File: src/hdl/rfcmtx_pkg.sv
`timescale 1ns / 1ps

package rfcmtx_pkg;

    typedef logic [7:0] t_byte;

    // Longest frame before the check byte: two header bytes, four arguments,
    // two address bytes and the format byte
    localparam int RAW_BYTES = 9;

    // CRC-8/Maxim, reflected polynomial
    localparam t_byte CRC_POLY = 8'h8C;

    // Register indexes on the configuration port
    localparam logic [1:0] REG_DEVICE_ADDRESS = 2'd0;
    localparam logic [1:0] REG_REPEAT_COUNT   = 2'd1;
    localparam logic [1:0] REG_GAP_PERIODS    = 2'd2;

    localparam logic [15:0] RESET_DEVICE_ADDRESS = 16'h0000;
    localparam logic [7:0]  RESET_REPEAT_COUNT   = 8'd3;
    localparam logic [2:0]  RESET_GAP_PERIODS    = 3'd2;

    typedef enum logic [2:0] {
        ST_IDLE,
        ST_BUILD,
        ST_PREAMBLE,
        ST_FRAME,
        ST_GAP
    } t_state;

    // Commands from the controller to the datapath
    typedef struct packed {
        logic load;
        logic build_step;
        logic rewind;
        logic rep_dec;
        logic half_flip;
        logic pos_inc;
        logic gap_load;
        logic gap_dec;
    } t_dp_cmd;

    // Status from the datapath to the controller
    typedef struct packed {
        logic build_last;
        logic half;
        logic pre_last;
        logic frm_last;
        logic bit_value;
        logic gap_one;
        logic gap_cfg_zero;
        logic rep_zero;
    } t_dp_status;

    // One result transfer
    typedef struct packed {
        logic level;
        logic sending;
        logic done;
    } t_result;

endpackage

File: src/hdl/rf_command_frame_manchester_tx_unit.sv
`timescale 1ns / 1ps

// Command frame transmitter. A start transfer (mode 1) loads a command and up
// to four argument bytes; every tick transfer (mode 0) yields one half-cell
// line level. Each input transfer gives exactly one result transfer through
// an output register. A start accepted while idle is followed by a build,
// one step per frame byte plus the check byte, during which the input is
// stalled; the build folds one frame byte per cycle into the CRC-8 check
// and writes the frame store one byte per cycle. Starts during a transmission
// are ignored and answered as sending. The configuration registers sit on
// an APB-style port at byte addresses 0 (device address), 4 (repeat count)
// and 8 (gap periods).
module rf_command_frame_manchester_tx_unit
    import rfcmtx_pkg::*;
#(
    parameter int FRAME_BYTES = 10
) (
    input  logic        i_clk,
    input  logic        i_rst_n,
    input  logic        i_in_valid,
    output logic        o_in_stall,
    input  logic        i_mode,
    input  logic [7:0]  i_command,
    input  logic [2:0]  i_arg_count,
    input  logic [7:0]  i_arg_first,
    input  logic [7:0]  i_arg_second,
    input  logic [7:0]  i_arg_third,
    input  logic [7:0]  i_arg_fourth,
    output logic        o_out_valid,
    input  logic        i_out_stall,
    output logic        o_line_level,
    output logic        o_sending,
    output logic        o_frame_done,
    input  logic        psel,
    input  logic        penable,
    input  logic        pwrite,
    input  logic [3:0]  paddr,
    input  logic [31:0] pwdata,
    output logic [31:0] prdata,
    output logic        pready
);

    logic [15:0] r_device_address;
    logic [7:0]  r_repeat_count;
    logic [2:0]  r_gap_periods;
    logic        r_out_valid;
    t_result     r_result;

    logic        take;
    logic        build_busy;
    t_dp_cmd     dp_cmd;
    t_dp_status  dp_status;
    t_result     result;

    // Write configuration registers on the access cycle
    assign pready = 1'b1;

    always_ff @(posedge i_clk) begin
        if (!i_rst_n) begin
            r_device_address <= RESET_DEVICE_ADDRESS;
            r_repeat_count   <= RESET_REPEAT_COUNT;
            r_gap_periods    <= RESET_GAP_PERIODS;
        end else if (psel && penable && pwrite) begin
            case (paddr[3:2])
                REG_DEVICE_ADDRESS: r_device_address <= pwdata[15:0];
                REG_REPEAT_COUNT:   r_repeat_count   <= pwdata[7:0];
                REG_GAP_PERIODS:    r_gap_periods    <= pwdata[2:0];
                default:            ;
            endcase
        end
    end

    // Read back registers
    always_comb begin
        case (paddr[3:2])
            REG_DEVICE_ADDRESS: prdata = {16'd0, r_device_address};
            REG_REPEAT_COUNT:   prdata = {24'd0, r_repeat_count};
            REG_GAP_PERIODS:    prdata = {29'd0, r_gap_periods};
            default:            prdata = 32'd0;
        endcase
    end

    // Accept a transfer unless building or the result register cannot drain
    assign o_in_stall = build_busy || (r_out_valid && i_out_stall);
    assign take       = i_in_valid && !o_in_stall;

    rfcmtx_ctrl u_ctrl (
        .i_clk        (i_clk),
        .i_rst_n      (i_rst_n),
        .i_take       (take),
        .i_mode       (i_mode),
        .i_status     (dp_status),
        .o_cmd        (dp_cmd),
        .o_result     (result),
        .o_build_busy (build_busy)
    );

    rfcmtx_dpath #(
        .FRAME_BYTES (FRAME_BYTES)
    ) u_dpath (
        .i_clk            (i_clk),
        .i_rst_n          (i_rst_n),
        .i_cmd            (dp_cmd),
        .i_command        (i_command),
        .i_arg_count      (i_arg_count),
        .i_arg_first      (i_arg_first),
        .i_arg_second     (i_arg_second),
        .i_arg_third      (i_arg_third),
        .i_arg_fourth     (i_arg_fourth),
        .i_device_address (r_device_address),
        .i_repeat_count   (r_repeat_count),
        .i_gap_periods    (r_gap_periods),
        .o_status         (dp_status)
    );

    // Hold the result until the far side takes it
    always_ff @(posedge i_clk) begin
        if (!i_rst_n) begin
            r_out_valid <= 1'b0;
        end else if (take) begin
            r_out_valid <= 1'b1;
        end else if (!i_out_stall) begin
            r_out_valid <= 1'b0;
        end
    end

    always_ff @(posedge i_clk) begin
        if (take) begin
            r_result <= result;
        end
    end

    assign o_out_valid  = r_out_valid;
    assign o_line_level = r_result.level;
    assign o_sending    = r_result.sending;
    assign o_frame_done = r_result.done;

endmodule

File: src/hdl/rfcmtx_ctrl.sv
`timescale 1ns / 1ps

module rfcmtx_ctrl
    import rfcmtx_pkg::*;
(
    input  logic       i_clk,
    input  logic       i_rst_n,
    input  logic       i_take,
    input  logic       i_mode,
    input  t_dp_status i_status,
    output t_dp_cmd    o_cmd,
    output t_result    o_result,
    output logic       o_build_busy
);

    t_state r_state;
    t_state n_state;

    // Hold the segment state
    always_ff @(posedge i_clk) begin
        if (!i_rst_n) begin
            r_state <= ST_IDLE;
        end else begin
            r_state <= n_state;
        end
    end

    // Sequence the segments and form the result of each transfer
    always_comb begin
        logic value;
        logic last;
        value    = 1'b1;
        last     = 1'b0;
        n_state  = r_state;
        o_cmd    = '0;
        o_result = '0;
        o_build_busy = (r_state == ST_BUILD);
        case (r_state)
            ST_IDLE: begin
                if (i_take && i_mode) begin
                    o_cmd.load       = 1'b1;
                    o_result.sending = 1'b1;
                    n_state          = ST_BUILD;
                end
            end
            ST_BUILD: begin
                o_cmd.build_step = 1'b1;
                if (i_status.build_last) begin
                    o_cmd.rewind = 1'b1;
                    n_state      = ST_PREAMBLE;
                end
            end
            ST_PREAMBLE, ST_FRAME: begin
                if (r_state == ST_FRAME) begin
                    value = i_status.bit_value;
                    last  = i_status.frm_last;
                end else begin
                    value = 1'b1;
                    last  = i_status.pre_last;
                end
                if (i_take) begin
                    o_result.sending = 1'b1;
                    if (!i_mode) begin
                        o_cmd.half_flip = 1'b1;
                        o_result.level  = i_status.half ? value : ~value;
                        if (i_status.half) begin
                            if (!last) begin
                                o_cmd.pos_inc = 1'b1;
                            end else if (!i_status.gap_cfg_zero) begin
                                o_cmd.gap_load = 1'b1;
                                n_state        = ST_GAP;
                            end else if (i_status.rep_zero) begin
                                o_result.done = 1'b1;
                                n_state       = ST_IDLE;
                            end else begin
                                o_cmd.rep_dec = 1'b1;
                                o_cmd.rewind  = 1'b1;
                                n_state       = ST_FRAME;
                            end
                        end
                    end
                end
            end
            ST_GAP: begin
                if (i_take) begin
                    o_result.sending = 1'b1;
                    if (!i_mode) begin
                        o_cmd.gap_dec = 1'b1;
                        if (i_status.gap_one) begin
                            if (i_status.rep_zero) begin
                                o_result.done = 1'b1;
                                n_state       = ST_IDLE;
                            end else begin
                                o_cmd.rep_dec = 1'b1;
                                o_cmd.rewind  = 1'b1;
                                n_state       = ST_FRAME;
                            end
                        end
                    end
                end
            end
            default: begin
                n_state = ST_IDLE;
            end
        endcase
    end

endmodule

File: src/hdl/rfcmtx_dpath.sv
`timescale 1ns / 1ps

module rfcmtx_dpath
    import rfcmtx_pkg::*;
#(
    parameter int FRAME_BYTES = 10
) (
    input  logic        i_clk,
    input  logic        i_rst_n,
    input  t_dp_cmd     i_cmd,
    input  logic [7:0]  i_command,
    input  logic [2:0]  i_arg_count,
    input  logic [7:0]  i_arg_first,
    input  logic [7:0]  i_arg_second,
    input  logic [7:0]  i_arg_third,
    input  logic [7:0]  i_arg_fourth,
    input  logic [15:0] i_device_address,
    input  logic [7:0]  i_repeat_count,
    input  logic [2:0]  i_gap_periods,
    output t_dp_status  o_status
);

    localparam int IDX_W = $clog2(FRAME_BYTES);
    localparam logic [4:0] STORE_DEPTH = 5'(FRAME_BYTES);

    // One CRC-8/Maxim byte update, bit by bit
    function automatic t_byte crc_byte(input t_byte crc, input t_byte data);
        t_byte c;
        c = crc ^ data;
        for (int k = 0; k < 8; k++) begin
            c = c[0] ? ((c >> 1) ^ CRC_POLY) : (c >> 1);
        end
        return c;
    endfunction

    t_byte       r_raw [RAW_BYTES];
    t_byte       r_store [FRAME_BYTES];
    logic [3:0]  r_raw_cnt;
    logic [3:0]  r_build_idx;
    t_byte       r_crc;
    logic [3:0]  r_frame_len;
    logic [2:0]  r_shift;
    logic        r_toggle;
    logic [6:0]  r_pos;
    logic        r_half;
    logic [7:0]  r_repeats;
    logic [2:0]  r_gap;

    t_byte       n_raw [RAW_BYTES];
    logic [3:0]  n_raw_cnt;
    logic        is_long;
    t_byte       build_data;
    logic        build_last;
    logic [4:0]  len_full;
    logic [6:0]  len_bits;
    logic [6:0]  q_pos;
    logic        bit_value;

    assign is_long = (i_command[7:4] != 4'd0);

    // Lay out the frame bytes ahead of the check byte
    always_comb begin
        t_byte      args [4];
        t_byte      hdr0;
        t_byte      fmt;
        logic [3:0] hlen;
        logic [3:0] argc;
        logic [3:0] jj;
        logic [3:0] rel;
        args[0] = i_arg_first;
        args[1] = i_arg_second;
        args[2] = i_arg_third;
        args[3] = i_arg_fourth;
        hlen    = is_long ? 4'd2 : 4'd1;
        argc    = (i_arg_count > 3'd4) ? 4'd4 : {1'b0, i_arg_count};
        hdr0    = is_long ? {r_toggle, 7'b0} : {i_command[3:0], r_toggle, 3'b0};
        case (i_arg_count)
            3'd1:    fmt = 8'd1;
            3'd2:    fmt = 8'd2;
            3'd4:    fmt = 8'd3;
            default: fmt = 8'd0;
        endcase
        fmt[2] = is_long;
        for (int j = 0; j < RAW_BYTES; j++) begin
            jj  = 4'(j);
            rel = jj - hlen;
            if (jj < hlen) begin
                n_raw[j] = (jj == 4'd0) ? hdr0 : i_command;
            end else if (rel < argc) begin
                n_raw[j] = args[rel[1:0]];
            end else if (rel == argc) begin
                n_raw[j] = i_device_address[7:0];
            end else if (rel == argc + 4'd1) begin
                n_raw[j] = i_device_address[15:8];
            end else if (rel == argc + 4'd2) begin
                n_raw[j] = fmt;
            end else begin
                n_raw[j] = 8'h00;
            end
        end
        n_raw_cnt = hlen + argc + 4'd3;
    end

    // Build step: one byte into the check and the store, check byte last
    assign build_last = (r_build_idx == r_raw_cnt);
    assign build_data = build_last ? r_crc : r_raw[0];
    assign len_full   = {1'b0, r_raw_cnt} + 5'd1;

    always_ff @(posedge i_clk) begin
        if (i_cmd.load) begin
            r_raw <= n_raw;
        end else if (i_cmd.build_step) begin
            for (int j = 0; j < RAW_BYTES - 1; j++) begin
                r_raw[j] <= r_raw[j + 1];
            end
        end
        if (i_cmd.build_step && ({1'b0, r_build_idx} < STORE_DEPTH)) begin
            r_store[r_build_idx[IDX_W-1:0]] <= build_data;
        end
    end

    // Hold build and transmit control state
    always_ff @(posedge i_clk) begin
        if (!i_rst_n) begin
            r_raw_cnt   <= '0;
            r_build_idx <= '0;
            r_crc       <= '0;
            r_frame_len <= '0;
            r_shift     <= '0;
            r_toggle    <= 1'b0;
            r_pos       <= '0;
            r_half      <= 1'b0;
            r_repeats   <= '0;
            r_gap       <= '0;
        end else begin
            if (i_cmd.load) begin
                r_raw_cnt   <= n_raw_cnt;
                r_build_idx <= '0;
                r_crc       <= '0;
                r_shift     <= is_long ? 3'd7 : 3'd3;
                r_toggle    <= ~r_toggle;
                r_repeats   <= i_repeat_count;
                r_gap       <= '0;
            end
            if (i_cmd.build_step) begin
                r_build_idx <= r_build_idx + 4'd1;
                if (!build_last) begin
                    r_crc <= crc_byte(r_crc, r_raw[0]);
                end else begin
                    r_frame_len <= (len_full > STORE_DEPTH) ? STORE_DEPTH[3:0]
                                                            : len_full[3:0];
                end
            end
            if (i_cmd.rep_dec) begin
                r_repeats <= r_repeats - 8'd1;
            end
            if (i_cmd.rewind) begin
                r_pos  <= '0;
                r_half <= 1'b0;
            end else begin
                if (i_cmd.half_flip) begin
                    r_half <= ~r_half;
                end
                if (i_cmd.pos_inc) begin
                    r_pos <= r_pos + 7'd1;
                end
            end
            if (i_cmd.gap_load) begin
                r_gap <= i_gap_periods;
            end else if (i_cmd.gap_dec) begin
                r_gap <= r_gap - 3'd1;
            end
        end
    end

    // Pick the frame bit: start bit first, then the header from the shift on
    assign len_bits = {r_frame_len, 3'b000};
    assign q_pos    = r_pos + {4'd0, r_shift} - 7'd1;

    always_comb begin
        t_byte cur;
        cur = r_store[q_pos[3+IDX_W-1:3]];
        if (r_pos == 7'd0) begin
            bit_value = 1'b1;
        end else if ({2'b0, q_pos[6:3]} >= {1'b0, STORE_DEPTH}) begin
            bit_value = 1'b0;
        end else begin
            bit_value = cur[q_pos[2:0]];
        end
    end

    // Report status
    always_comb begin
        o_status.build_last   = build_last;
        o_status.half         = r_half;
        o_status.pre_last     = (r_pos == len_bits - 7'd1);
        o_status.frm_last     = (r_pos == len_bits - {4'd0, r_shift});
        o_status.bit_value    = bit_value;
        o_status.gap_one      = (r_gap == 3'd1);
        o_status.gap_cfg_zero = (i_gap_periods == 3'd0);
        o_status.rep_zero     = (r_repeats == 8'd0);
    end

endmodule
File: config.mk
export PLATFORM = sky130hd
export DESIGN_NAME = rf_command_frame_manchester_tx_unit
export DESIGN_NICKNAME = d
export VERILOG_FILES = /design/src/hdl/rfcmtx_pkg.sv /design/src/hdl/rf_command_frame_manchester_tx_unit.sv /design/src/hdl/rfcmtx_ctrl.sv /design/src/hdl/rfcmtx_dpath.sv
export SDC_FILE = /design/constraint.sdc
export NUM_CORES = 1
export LEC_CHECK = 0
export BUFFER_PORTS_ARGS = -buffer_cell sky130_fd_sc_hd__buf_2
export CORE_AREA = 2 2 166 168
export DETAILED_ROUTE_END_ITERATION = 12
export DIE_AREA = 0 0 168 170
export HOLD_SLACK_MARGIN = 0.02
export PLACE_DENSITY = 0.8
export SYNTH_ARGS = -nofsm -noshare
export SYNTH_HDL_FRONTEND = slang
export SYNTH_SLANG_ARGS = --single-unit
export TNS_END_PERCENT = 10
File: constraint.sdc
create_clock -name i_clk -period 7.9 [get_ports i_clk]
set_input_delay 1.58 -clock i_clk [delete_from_list [all_inputs] [get_ports i_clk]]
set_output_delay 1.58 -clock i_clk [all_outputs]
set_load 0.05 [all_outputs]
# Word-level counts from Yosys, hierarchy flattened
# Memory sizes are Yosys's and may differ from the RTL's.
# Index checks and enable logic that the tools add are counted.
dict set report word_totals {
  register_bits 149
  mem_bits_rw 80
  input_bits 87
  output_inout_bits 38
  word_cells 338
  mem_count 1
}
dict set report op_classes {
  addsub 22
  magnitude_cmp 32
  n_eq_ne 50
  n_mux 157
  n_bitwise 23
  n_reduce_logical 26
}
# memory words word_bits read_ports rd_ports_with_merged_regs wr line_no
set mem_list {}
lappend mem_list {u_dpath.r_store 10 8 1 0 1 rfcmtx_dpath.sv:37} ;# t_byte r_store [FRAME_BYTES];
# op n
set ops {}
lappend ops {{two-way mux 8 bit} 78}
lappend ops {{binary-select mux 8 bit (select 2 bit)} 9}
lappend ops {{two-way mux 64 bit} 2}
lappend ops {{== test 4 bit} 28}
lappend ops {{inverter 2 -> 3 bit} 17}
lappend ops {{two-way mux 3 bit} 16}
lappend ops {{case mux 16 bit (3 select lines)} 1}
lappend ops {{less-than comparator 4 bit} 9}
lappend ops {{two-way mux 1 bit} 29}
lappend ops {{greater-or-equal comparator 3 bit (second input constant)} 9}
lappend ops {{two-way mux 2 bit} 10}
lappend ops {{less-than comparator 3 x 4 -> 1 bit (first input constant)} 4}
lappend ops {{subtractor 3 x 4 -> 4 bit (first input constant)} 4}
lappend ops {{== test 7 bit} 2}
lappend ops {{inequality test 2 x 1 -> 1 bit (second input constant)} 7}
lappend ops {{subtractor 7 x 1 -> 7 bit (second input constant)} 2}
lappend ops {{two-way mux 4 bit} 3}
lappend ops {{case mux 3 bit (4 select lines)} 1}
lappend ops {{two-way mux 5 bit} 2}
lappend ops {{== test 3 x 1 -> 1 bit (second input constant)} 3}
lappend ops {{== test 3 x 2 -> 1 bit (second input constant)} 3}
lappend ops {{AND reduction 9 bit} 1}
lappend ops {{adder 4 x 1 -> 4 bit (second input constant)} 2}
lappend ops {{adder 4 x 2 -> 4 bit (second input constant)} 2}
lappend ops {{41 further kinds} 66}

# Longest topological paths before layout
# Gate-level depths: netlist (run 1).
dict set report depth {
  depth_word 19
  depth_mapped 15
  mapped_depth_nobuf 13
}

# Modules after synthesis
# From an unflattened synthesis (run 1), not the netlist that was laid out.
dict set report unflattened {
  hier_cells 1296
  area_unflattened_um2 13121.3
}
# mod n_inst cells_each area_each_um2 seq_area_each_um2
set by_module_without_submodules {}
lappend by_module_without_submodules {rfcmtx_dpath 1 1076 11165.7 5405.2}
lappend by_module_without_submodules {rf_command_frame_manchester_tx_unit 1 170 1582.8 650.6}
lappend by_module_without_submodules {rfcmtx_ctrl 1 50 372.9 60.1}

# Worst setup path before layout (run 1)
# Ideal clock, no wire load.
dict set report synth_path {
  kind {input -> output}
  start {input port paddr[3]}
  end {output port prdata[0]}
  arrival_ps 3102
  path_slack_ps 3218
  cell_stages 3
  path_buffers 1
  path_cell_list {buf_1 -> mux2i_1 -> o21ai_0}
}
dict set report synth_between {
  elab_chain_cells 2
  word_cells_on_any_way 4
}
# item line_no
set synth_lines {}
lappend synth_lines {{start, declared} rf_command_frame_manchester_tx_unit.sv:37} ;# input logic [3:0] paddr,
lappend synth_lines {{== test 2 bit, or another cell as far along} rf_command_frame_manchester_tx_unit.sv:75} ;# case (paddr[3:2])
lappend synth_lines {{case mux 16 bit (3 select lines) (*)} rf_command_frame_manchester_tx_unit.sv:75}
lappend synth_lines {{end, declared} rf_command_frame_manchester_tx_unit.sv:39} ;# output logic [31:0] prdata,
# Mark *: on every way between the ends. The rest lies on a longest branch, timed or not.

# Worst setup path after layout (run 1)
dict set report layout_path {
  start {register u_dpath.r_shift[1]}
  end {register r_result (netlist bit o_line_level) (data pin)}
}
dict set report layout_between {
  elab_chain_cells 11
  word_cells_on_any_way 12
}
# item line_no
set layout_lines {}
lappend layout_lines {{start, declared} rfcmtx_dpath.sv:42} ;# logic [2:0] r_shift;
lappend layout_lines {{start signal, assigned} rfcmtx_dpath.sv:140} ;# r_shift <= is_long ? 3'd7 : 3'd3;
lappend layout_lines {{adder 7 x 3 -> 7 bit (*)} rfcmtx_dpath.sv:178} ;# assign q_pos = r_pos + {4'd0, r_shift} - 7'd1;
lappend layout_lines {{subtractor 7 x 1 -> 7 bit (*)} rfcmtx_dpath.sv:178}
lappend layout_lines {{memory read (10 x 8 bit)} --}
lappend layout_lines {{binary-select mux 1 bit (select 3 bit)} rfcmtx_dpath.sv:188} ;# bit_value = cur[q_pos[2:0]];
lappend layout_lines {{two-way mux 1 bit (implied by the code)} rfcmtx_dpath.sv:188}
lappend layout_lines {{two-way mux 1 bit (*)} rfcmtx_dpath.sv:185} ;# end else if ({2'b0, q_pos[6:3]} >= {1'b0, STORE_DEPTH}) begin
lappend layout_lines {{two-way mux 1 bit (*)} rfcmtx_dpath.sv:183} ;# if (r_pos == 7'd0) begin
lappend layout_lines {{two-way mux 1 bit (*)} rfcmtx_ctrl.sv:54} ;# if (r_state == ST_FRAME) begin
lappend layout_lines {{two-way mux 1 bit (*)} rfcmtx_ctrl.sv:38} ;# case (r_state)
lappend layout_lines {{inverter 1 bit} rfcmtx_ctrl.sv:65} ;# o_result.level = i_status.half ? value : ~value;
lappend layout_lines {{two-way mux 1 bit (*)} rfcmtx_ctrl.sv:65}
lappend layout_lines {{end signal, assigned} rf_command_frame_manchester_tx_unit.sv:129} ;# r_result <= result;
lappend layout_lines {{end, declared} rf_command_frame_manchester_tx_unit.sv:47} ;# t_result r_result;
# Mark *: on every way between the ends. The rest lies on a longest branch, timed or not. The select of a mux whose other input is x is not followed.
# A chain may end at the register's enable or synchronous reset.

==> results.sh, run 1 <==
export IMPL_path_cells="inv_1 > ha_1 > inv_1 > ha_1 > fa_1 > xor2_1 > o21ai_1 > a2bb2oi_1 > a41o_1 > a2111o_1 > o211ai_1 > o32ai_2 > mux2i_1"
export IMPL_hold_viol_final=0
export IMPL_grt_max_degree=96
export IMPL_hold_class="reg -> reg"
export IMPL_postCtsSetupBuffers=0
export IMPL_initial_core_util=0.495
export IMPL_dr_pass1_iters=6
export IMPL_antenna_found_initial=0
export IMPL_required_ps=8170
export IMPL_crit_type="reg -> reg"
export IMPL_critPathCaptureType="flop"
export IMPL_drt_wl_total_um=32800
export IMPL_core_area_um2=26700
export IMPL_slowest_delay_ps=1000
export IMPL_setup_viol=0
export IMPL_worst_slack_ps=3250
export IMPL_tritoncts="yes"
export IMPL_portBuffers=89
export IMPL_numCtsBuffers=25
export IMPL_p_sw_frac=0.273
export IMPL_dp_slack_ps=2960
export IMPL_die_h_um=170
export IMPL_yosys_warnings=0
export IMPL_layout_nets=1515
export IMPL_dp_hpwl_um=22500
export IMPL_critPathLaunchType="flop"
export IMPL_gr_total_overflow=0
export IMPL_synth_seq_cells=228
export IMPL_switchingPower_mw=0.825
export IMPL_drtIter0Drc=1001
export IMPL_setup_tns_ps=0
export IMPL_cts_root_buf="clkbuf_16"
export IMPL_slew_violations=0
export IMPL_synth_avg_cell_area_um2=9.71
export IMPL_internal_power_mw=2.20
export IMPL_p_leak_nw=5.46
export IMPL_rsz0062_at_grt="no"
export IMPL_ios=125
export IMPL_place_congestion=0.965
export IMPL_grt_pass1_wl_um=51800
export IMPL_h_tree_depth=1
export IMPL_synth_edf_count=155
export IMPL_ir_worst_vdd_v=0.000152
export IMPL_remaining_drc_errors=0
export IMPL_cts_reportedPaths_clkPinSlew_ps=60
export IMPL_cts_resized=0
export IMPL_async_flop_share=0
export IMPL_ctsHoldBuffers=0
export IMPL_mostFrequentLayoutCell="nand2_1"
export IMPL_finalCritPeriodShare=0.588
export IMPL_period_needed_ps=4650
export IMPL_synth_main_ff_cell="edfxtp_1"
export IMPL_layout_common_cells="nand2_1 (192), edfxtp_1 (155), nor2_1 (118), a21oi_1 (106), buf_2 (89)"
export IMPL_drive_gt1_frac=0.132
export IMPL_synthCells=1359
export IMPL_ys_types=87
export IMPL_drv_cap=0
export IMPL_first_global_vias=9679
export IMPL_grt_total_usage=0.226
export IMPL_worstPathArrival_ps=4920
export IMPL_clkPwrFrac=0.379
export IMPL_p_per_area_nw_per_um2=209
export IMPL_clkSinkCount=228
export IMPL_num_rows=60
export IMPL_outcome="finished, final reports clean"
export IMPL_cts_max_path_buffers=3
export IMPL_die_w_um=168
export IMPL_ys_seq_area_frac=0.464
export IMPL_synth_area_um2=13200
export IMPL_clock_latency_ps=530
export IMPL_n_antenna_cell=0
export IMPL_p_total_mw=3.03
export IMPL_ant_nets=0
export IMPL_wire_per_inst_um=18.8
export IMPL_dieArea_um2=28600
export IMPL_hold_slack_ps=498
export IMPL_critPathSlowestCell="xor2_1"
export IMPL_vias_per_cell=5.95
export IMPL_combPwrFrac=0.169
export IMPL_fin_skew_ps=14.2
export IMPL_tightestPinTransition_ps=1200
export IMPL_slew_headroom=0.202
export IMPL_max_freq_mhz=215
export IMPL_cp_max_fo=15
export IMPL_seqPwrFrac=0.452
export IMPL_area_growth_syn_to_layout_pct=9.87
export IMPL_vias=10400
==> metal layers <==
metal / up-vias / GRT usage / share of wire
li1: 4941 / - / -
met1: 4885 / 0.297 / 0.41
met2: 514 / 0.377 / 0.47
met3: 75 / 0.0312 / 0.077
met4: 0 / 0.0926 / 0.038
met5: - / 0 / 0
==> power groups by stage <==
stage	clock [mW]	sequential (mW)	combinational [mW]
2_1_floorplan	0	1.39	0.392
3_3_place_gp	0	1.39	0.493
3_5_place_dp	0	1.39	0.505
4_1_cts	1.16	1.37	0.508
5_1_grt	1.20	1.37	0.563
6_report	1.15	1.37	0.513
==> logic make-up after synthesis <==
kind of cell / Yosys count / share of synthesized area
buf+inv: 154 / 0.0531
flops: 228 / 0.464
xor+xnor: 54 / 0.0387
fa+ha+maj: 39 / 0.0381
mux: 86 / 0.0741
other cells: 2 / 0.000569
simple gates: 461 / 0.162
compound gates: 335 / 0.169
==> cell usage after synthesis, types with 33 or more instances <==
cell type / number / area [um^2]
clkbuf_1: 51 / 191
nor2_1: 118 / 443
o21ai_0: 67 / 335
inv_1: 39 / 146
dfxtp_1: 73 / 1460
edfxtp_1: 155 / 4650
mux2i_1: 65 / 651
xnor2_1: 33 / 289
a21oi_1: 106 / 531
ha_1: 37 / 463
nand2_1: 193 / 724
and2_1: 33 / 206
==> critical path: cells and delay by family (launching register included) <==
| family | cells | cell delay (ps) |
|---|---|---|
| mux | 1 | 140 |
| xor+xnor | 1 | 1000 |
| flops | 1 | 460 |
| compound gates | 6 | 1420 |
| buf+inv | 2 | 210 |
| fa+ha+maj | 3 | 1140 |
==> worst paths after layout <==
| check | startpoint | endpoint | slack, ps | cells after the start |
|---|---|---|---|---|
| worst max-delay path | u_dpath.r_shift[1] | o_line_level | 3250 | 13 |
| worst max register to register | u_dpath.r_shift[1] | o_line_level | 3250 | 13 |
| worst min-delay path | u_dpath.r_crc[1] | u_dpath.r_crc[1] | 500 | 2 |
| worst min register to register | u_dpath.r_crc[1] | u_dpath.r_crc[1] | 500 | 2 |
==> final cells by class <==
cell class / instances / area, um^2
repair buffers: 101 / 536
well taps: 341 / 427
fillers: 2268 / 12200
flip-flops and latches: 228 / 6120
clock inverters: 9 / 98.8
multi-input cells: 992 / 6460
clock buffers: 37 / 701
inverters: 41 / 154
==> flip-flops by register name (all words and copies together), names as in the netlist, 4 cells and up <==
register / cells
u_dpath.r_store: 80
u_dpath.r_raw: 72
r_device_address: 16
r_repeat_count: 8
u_dpath.r_crc: 8
u_dpath.r_repeats: 8
u_dpath.r_pos: 7
u_dpath.r_build_idx: 4
u_dpath.r_frame_len: 4
u_dpath.r_raw_cnt: 4
==> through the flow <==
step                 util  cells  area (um^2)
floorplan               -   1374        13200
global placement    0.514   1703        13700
detailed placement  0.514   1703        13700
CTS                 0.544   1749        14500
global route        0.544   1749        14500
finish              0.544   1749        14500
No activity file was read; power rests on OpenSTA's default activity.
==> run 2, diff against run 1 <==
ABC_AREA = 1   (was not set)
CORE_AREA = 2 2 165 167   (was 2 2 166 168)
DIE_AREA = 0 0 167 169   (was 0 0 168 170)
clock period = 4.8 ns   (was 7.9 ns; I/O delays follow)
==> results.sh, run 2 <==
export IMPL_clkSinkCount=228
export IMPL_ant_nets=0
export IMPL_synth_edf_count=155
export IMPL_crit_top_cell="nand2_1"
export IMPL_synth_top_family_by_area="simple AND/OR/NAND/NOR gates"
export IMPL_slew_violations=0
export IMPL_cts_root_buf="clkbuf_16"
export IMPL_grt_max_degree=101
export IMPL_p_total_mw=7.05
export IMPL_rr_worst_depth=22
export IMPL_synthSimpleGateAreaFrac=0.221
export IMPL_path_depth=22
export IMPL_drtIter0Drc=1290
export IMPL_synthCells=1622
export IMPL_drive_gt1_frac=0.101
export IMPL_dpl_cell_count=2007
export IMPL_cts_reportedPaths_clkPinSlew_ps=60
export IMPL_vias=11600
export IMPL_p_per_area_nw_per_um2=489
export IMPL_worstPathArrival_ps=3810
export IMPL_mostFrequentLayoutCell="nand2_1"
export IMPL_synth_seq_cells=228
export IMPL_fin_skew_ps=23.9
export IMPL_critPathSlowestCell="fa_1"
export IMPL_cp_num_buf_inv=3
export IMPL_synth_most_common_cell="nand2_1"
export IMPL_area_growth_syn_to_layout_pct=11.2
export IMPL_hold_class="reg -> reg"
export IMPL_remaining_drc_errors=0
export IMPL_dp_hpwl_um=23300
export IMPL_yosys_area_top_type="edfxtp_1"
export IMPL_tritoncts="yes"
export IMPL_cp_top_family="simple AND/OR/NAND/NOR gates"
export IMPL_ys_types=44
export IMPL_dr_pass1_iters=6
export IMPL_numCtsBuffers=26
export IMPL_vias_per_cell=5.67
export IMPL_n_antenna_cell=0
export IMPL_tightestPinTransition_ps=1330
export IMPL_finalCoreUtilization=0.544
export IMPL_synthAdderAreaFrac=0.0388
export IMPL_synthTopCellsByCount="nand2_1 (365), inv_1 (163), nor2_1 (160), edfxtp_1 (155), a21oi_1 (144)"
export IMPL_ctsHoldBuffers=0
export IMPL_rsz0062_at_grt="no"
export IMPL_wire_per_inst_um=16.5
export IMPL_portBuffers=89
export IMPL_finalInstanceArea_um2=14400
export IMPL_core_area_um2=26500
export IMPL_synth_area_um2=13000
export IMPL_largest_reg_flops=80
export IMPL_cp_max_fo=44
export IMPL_yosys_area_share_xor_xnor=0.0296
export IMPL_slowest_delay_ps=440
export IMPL_layout_common_cells="nand2_1 (364), inv_1 (163), nor2_1 (160), edfxtp_1 (155), a21oi_1 (144)"
export IMPL_required_ps=5190
export IMPL_synth_avg_cell_area_um2=8.00
export IMPL_slew_headroom=0.109
export IMPL_hold_slack_ps=428
export IMPL_period_needed_ps=3420
export IMPL_synth_main_ff_cell="edfxtp_1"
export IMPL_ir_worst_vdd_v=0.000271
export IMPL_critPathCaptureType="flop"
export IMPL_antenna_found_initial=0
export IMPL_grt_total_usage=0.231
export IMPL_async_flop_share=0
export IMPL_dieArea_um2=28200
export IMPL_critPathLaunchType="flop"
export IMPL_synth_compound_area_share=0.154
export IMPL_hold_viol_final=0
export IMPL_outcome="finished, final reports clean"
export IMPL_die_w_um=167
export IMPL_ios=125
export IMPL_gr_total_overflow=0
export IMPL_h_tree_depth=1
export IMPL_place_congestion=0.948
export IMPL_drv_cap=0
export IMPL_crit_type="reg -> reg"
export IMPL_synthTopCellsByArea="edfxtp_1 (36%), dfxtp_1 (11%), nand2_1 (11%)"
export IMPL_placed_area_um2=13600
export IMPL_hold_path_cell_count=1
export IMPL_max_freq_mhz=292
export IMPL_yosys_warnings=0
export IMPL_cts_max_path_buffers=3
export IMPL_dp_slack_ps=985
export IMPL_netlist_area_leader_share=0.359
export IMPL_initial_core_util=0.489
export IMPL_clock_latency_ps=540
export IMPL_drt_wl_total_um=34000
export IMPL_synthMuxAreaShare=0
export IMPL_fin_cells=2055
export IMPL_num_rows=60
export IMPL_p_leak_nw=5.94
export IMPL_layout_nets=1820
export IMPL_setup_tns_ps=0
export IMPL_path_cells="inv_1 > ha_1 > inv_1 > ha_1 > fa_1 > inv_1 > nand2_2 > nand2_4 > nand2_1 > nand2_1 > nand3_1 > nand2_1 > nand2_1 > nand3_1 > nand2_1 > nand3_1 > nand3_1 > nand2_1 > nand2_1 > nand2_1 > nand2_1 > a21oi_1"
export IMPL_postCtsSetupBuffers=0
export IMPL_die_h_um=169
export IMPL_setup_viol=0
export IMPL_first_global_vias=10700
export IMPL_finalCritPeriodShare=0.713
export IMPL_ys_seq_area_frac=0.471
export IMPL_worst_slack_ps=1380
export IMPL_cts_resized=0
export IMPL_grt_pass1_wl_um=53800
==> run 2: cell count changes in the layout (fill, tap and decap cells not counted), moves of 42 or more <==
cell and delta:
nor2_1 +42, o22ai_1 +54, inv_1 +125, o21ai_0 +53
mux2i_1 -65, nand2_1 +172, nand3_1 +81
==> run 2: cell families (layout without fill, tap and decap cells) <==
kind of cell,count (synthesis),in the layout
buffers and inverters,263,340
AND/OR/NAND/NOR,682,682
adder cells (fa/ha/maj),39,39
AO/OA/AOI/OAI,365,365
other,2,17
XOR/XNOR,43,43
flip-flops,228,228
==> run 2: area by class of cell <==
cell class              instances  area [um^2]
flip-flops and latches        228         6120
fillers                      2390        12100
clock inverters                13         90.1
repair buffers                107          581
multi-input cells            1146         5810
inverters                     185          694
well taps                     341          427
clock buffers                  35          706
==> run 2: path summary, 6_finish.rpt <==
check	from	to	slack, ps
max	u_dpath.r_pos[1]	o_line_level	1380
min	u_dpath.r_repeats[0]	u_dpath.r_repeats[0]	430
max reg2reg	u_dpath.r_pos[1]	o_line_level	1380
min reg2reg	u_dpath.r_repeats[0]	u_dpath.r_repeats[0]	430
==> run 2: power by group <==
group / internal (mW) / total [mW] / switching (mW)
logic: 0.708 / 2.44 / 1.73
clock network: 1.08 / 1.87 / 0.786
registers: 2.63 / 2.75 / 0.115
==> run 2: worst reg2reg max path: stages (launching register included) <==
cell and delay, ps:
dfxtp_1 390, inv_1 100, ha_1 290, inv_1 40, ha_1 240, fa_1 440
inv_1 90, nand2_2 70, nand2_4 350, nand2_1 140, nand2_1 100, nand3_1 70
nand2_1 110, nand2_1 70, nand3_1 100, nand2_1 60, nand3_1 90, nand3_1 80
nand2_1 60, nand2_1 110, nand2_1 100, nand2_1 50, a21oi_1 130
==> run 2: routing by layer <==
layer  global-route usage  wire length (um)  vias to the layer above  share of wire
li1                     -                 -                     5584              -
met1                0.303             13700                     5378           0.40
met2                0.386             16000                      581           0.47
met3               0.0344              2920                      105          0.086
met4               0.0952              1360                        0          0.040
met5                    0                 0                        -              0
